<file path="config.mk">
export PLATFORM = sky130hd
export DESIGN_NAME = lral_ram
export DESIGN_NICKNAME = d
export VERILOG_FILES = /design/src/hdl/range_list_id_allocator_core_assert.svh /design/src/hdl/lral_ram.sv
export SDC_FILE = /design/constraint.sdc
export NUM_CORES = 2
export LEC_CHECK = 0
export BUFFER_PORTS_ARGS = -buffer_cell sky130_fd_sc_hd__buf_2
export CAP_MARGIN = 20
export CORE_UTILIZATION = 41
export DETAILED_ROUTE_END_ITERATION = 8
export HOLD_SLACK_MARGIN = 0.03
export PLACE_DENSITY_LB_ADDON = 0.25
export SETUP_SLACK_MARGIN = 0.1
export SLEW_MARGIN = 5
export SYNTH_ARGS = -nofsm -noshare
export SYNTH_HDL_FRONTEND = slang
export SYNTH_SLANG_ARGS = --single-unit
</file>
<file path="constraint.sdc">
create_clock -name clk -period 8.1 [get_ports clk]
set_input_delay 0 -clock clk [delete_from_list [all_inputs] [get_ports clk]]
set_output_delay 0 -clock clk [all_outputs]
set_load 0.05 [all_outputs]
</file>
<file path="src/hdl/range_list_id_allocator_core_assert.svh">
// assertion macros shared by the allocator rtl
// expects clk and arst_n in the scope of the module that includes it
`ifndef RANGE_LIST_ID_ALLOCATOR_CORE_ASSERT_SVH
`define RANGE_LIST_ID_ALLOCATOR_CORE_ASSERT_SVH

// same-cycle implication, held off during reset
`define LRAL_ASSERT_IMPL(lbl, ante, cons) \
	lbl: assert property (@(posedge clk) disable iff (!arst_n) (ante) |-> (cons)) \
		else $error("lral check failed");

// next-cycle implication, held off during reset
`define LRAL_ASSERT_NEXT(lbl, ante, cons) \
	lbl: assert property (@(posedge clk) disable iff (!arst_n) (ante) |=> (cons)) \
		else $error("lral check failed");

`endif

</file>
<file path="src/hdl/lral_ram.sv">
// generic simple dual port ram, one write and one registered read port
// no dependencies
`timescale 1ns / 1ps

module lral_ram #(
	parameter int WIDTH = 64,
	parameter int DEPTH = 64,
	localparam int AddrW = $clog2(DEPTH)
) (
	input  logic             clk,
	input  logic             we,
	input  logic [AddrW-1:0] waddr,
	input  logic [WIDTH-1:0] wdata,
	input  logic [AddrW-1:0] raddr,
	output logic [WIDTH-1:0] rdata
);

	logic [WIDTH-1:0] mem_q [DEPTH];

	always_ff @(posedge clk) begin
		if (we) begin
			mem_q[waddr] <= wdata;
		end
		rdata <= mem_q[raddr];
	end

endmodule

</file>
==> key figures <==
Synthesis
  • Largest family of logic cells by synthesized area: multiplexers
  • Largest cells by area after synthesis: edfxtp_1 (79%), mux4_2 (15%), mux2i_1 (0.86%), dfxtp_1 (0.82%), a22oi_1 (0.81%)
  • Post-Synth XOR/XNOR Area: 0
  • Syn nets: 6676
  • Number of synthesized flops with an enable pin: 4096
  • Area share of the largest cell type after synthesis: 0.7867
  • Synth Area in Compound Gates: 0.02477
  • Post-synthesis adder-cell area fraction: 0
  • Async set-reset flop share out of synthesis: 0
  • Unique cell type count in the Yosys netlist: 33
  • Mapped Area: approximately 160000 um^2
  • Seq/Total Area, Yosys: 0.7949
  • Post-synthesis simple-gate area fraction: 0.01240
  • Synth warn: 0
  • Top cells by count, synth: edfxtp_1 (4096), mux4_2 (1024), buf_2 (170), a22oi_1 (168), clkbuf_1 (140)
  • Post-synth top area cell: edfxtp_1
  • Seq cells post-synth: 4160
  • Ys flop type: edfxtp_1
  • Most frequent cell after synthesis: edfxtp_1
  • Mux cell area share after synthesis: 0.1561
  • Mean area per synthesized cell: 23.70 um^2
  • Synthesized netlist cell count: 6598

Detailed routing
  • Highest Signal Layer: met5
  • Met3 WL: 32660 um
  • Via count: around 75000
  • WL/cell: 35.59 um
  • Final WL: 444700 um
  • Wl on met1: 179000 um
  • Routed wl met2: 218000 um
  • DR iter-0 viols: roughly 9400
  • Final ANT Viol Nets: 0
  • 1st-pass router iterations: 5
  • Drt via density: 6.030
  • Detailed-route DRC error count: 0

CTS
  • CTS Buffer Depth: 4
  • Worst-Skew Late Latency: ~0.99 ns
  • CTS HTree Levels: 5
  • Setup Fix Bufs, Post-CTS: 0
  • Clock buffer count from CTS: 427
  • Clock Tree Root: clkbuf_16
  • CTS tree: yes
  • Resized cells post-CTS: 0
  • Sink Count: 4160
  • Clk pin slew, worst setup/hold paths: 0.06 ns
  • # hold bufs at CTS: 73

STA
  • Slew @ Worst Pin: 1.252 ns
  • Final hold vios: 0
  • Total negative setup slack: 0 ns
  • Skew final: 0.03702 ns
  • Final period util: 0.4311
  • Rel. slew slack: 0.1651
  • F_max: 286.4 MHz
  • Final setup fails: 0
  • Max Slew Vio Count: 0
  • Tmin final: about 3.5 ns
  • RSZ-0062 raised after global routing: no

Final layout
  • Share of layout cells above drive strength 1: 0.2831
  • FF+latch area: 124300 um^2
  • Layout Area Growth over Synthesis: 14.55%
  • Final Util: 0.4723
  • Final net count: just over 7000
  • Layout fillers: 30650
  • Multi-input gate area: 30780 um^2

GRT
  • Total gr overflow: 0
  • Total GRT Usage: 0.2307
  • Largest net degree at the start of global routing: 129
  • Antenna violations before repair: 47
  • Vias in the first global route: around 76000
  • First-pass GRT wire length: 615200 um

Placement
  • RePlAce Congestion: between 0.7 and 0.8
  • HPWL after DPL: approximately 230000 um
  • IO Port Bufs: roughly 140

Min path
  • Worst Hold Class: input pin to register

Floorplan
  • Die Wd: 619.5 um
  • Core area: 379200 um^2
  • Placement Rows: between 200 and 250
  • Chip height: 619.5 um
  • Die Area: ~380000 um^2
  • # IOs: 142
  • Initial Util: 0.4123

Critical path
  • Crit start category: input pin
  • Max FO, Critical Path: 31
  • Worst reg2reg path endpoint: rdata[32]
  • Critical path class: input pin to register
  • CP required: 8.69 ns
  • Reg2reg start: mem_q[11][32]
  • Reg-to-reg setup timing slack: 5.79 ns
  • Critical Path Sink Type: register
  • Arrival time worst endpoint: 4.08 ns
  • Reg2Reg Depth: 5
  • Worst setup path end: mem_q[32][36]
  • Critical Path Source: waddr[4]

Power
  • Pwr Density: 254.9 nW/um^2
  • Leak: approximately 56 nW
  • VDD IR max: 224.6 uV

Flow run
  • Max-cap violations: 0

Status
  • Status: complete, no violations
## cells in the final DEF, fill, tap and decap left out, types with 63 or more instances in the layout
cell type,instances
clkbuf_16,434
and3_1,64
mux4_2,1024
buf_2,138
clkinv_2,82
a22o_1,88
dlygate4sd3_1,84
a22oi_1,168
nor2_4,65
edfxtp_1,4096
a211oi_1,63
clkinv_1,72
clkbuf_1,103
buf_4,180
o22ai_1,83
mux2i_1,135
dfxtp_1,64
## critical path: stages
cell	delay, ns
dlygate4sd3_1	0.59
buf_2	0.17
or3b_2	0.68
dlygate4sd3_1	0.68
nor2_4	0.55
buf_4	0.54
buf_4	0.77
## through the flow
step	total power, mW	std cells	worst slack [ns]	hold slack [ns]	instance area [um^2]
2_1_floorplan	25.61	6598	2.664	0.09887	156300
3_3_place_gp	26.56	11580	4.453	0.4764	163900
3_5_place_dp	26.61	11590	4.483	0.4733	163900
4_1_cts	45.91	12450	4.646	0.06302	178500
5_1_grt	46.79	12490	4.599	0.03087	179100
6_report	45.65	12500	4.608	0.01809	179100
## layer usage
metal  GRT usage  vias up
li1            -    29560
met3     0.03058      720
met4     0.07497        8
met5           0        -
met2      0.3784     3366
met1      0.3211    41700
## registers in the layout (all words and copies together) (netlist names)
signal / flops
rdata: 64
mem_q: 4096
## where the power goes
part           leakage [nW]  switching [mW]  internal [mW]  total, mW
sequential             37.4           0.126           23.8       24.0
clock                  6.75            8.24           11.2       19.5
combinational          11.5            1.44          0.778       2.22
total                  55.6            9.81           35.8       45.6
## area by class of cell
class	count	area share
clock inverters	230	0.01254
inverters	19	0.0003982
repair buffers	449	0.02131
flip-flops and latches	4160	0.6939
diodes	11	0.0001537
well taps	5016	0.03504
clock buffers	563	0.06479
multi-input cells	2049	0.1719
## kinds of logic (layout without fill, tap and decap cells)
logic type / Yosys count / after routing
AO/OA/AOI/OAI: 504 / 504
buffers and inverters: 389 / 1261
flip-flops: 4160 / 4160
multiplexers: 1159 / 1159
other: 0 / 11
AND/OR/NAND/NOR: 386 / 386
## worst min-delay path by stage
stage | depth (start not counted) | start | endpoint | slack, ns
finish | 2 | wdata[44] | mem_q[61][44] | 0.02
global route | 2 | wdata[44] | mem_q[56][44] | 0.03
CTS | 4 | waddr[0] | mem_q[40][43] | 0.06
detailed placement | 1 | rdata[41] | rdata[41] | 0.47
global placement | 1 | rdata[41] | rdata[41] | 0.48
floorplan | 0 | wdata[0] | mem_q[0][0] | 0.1
Note: power is estimated with default switching activity, not from simulation.
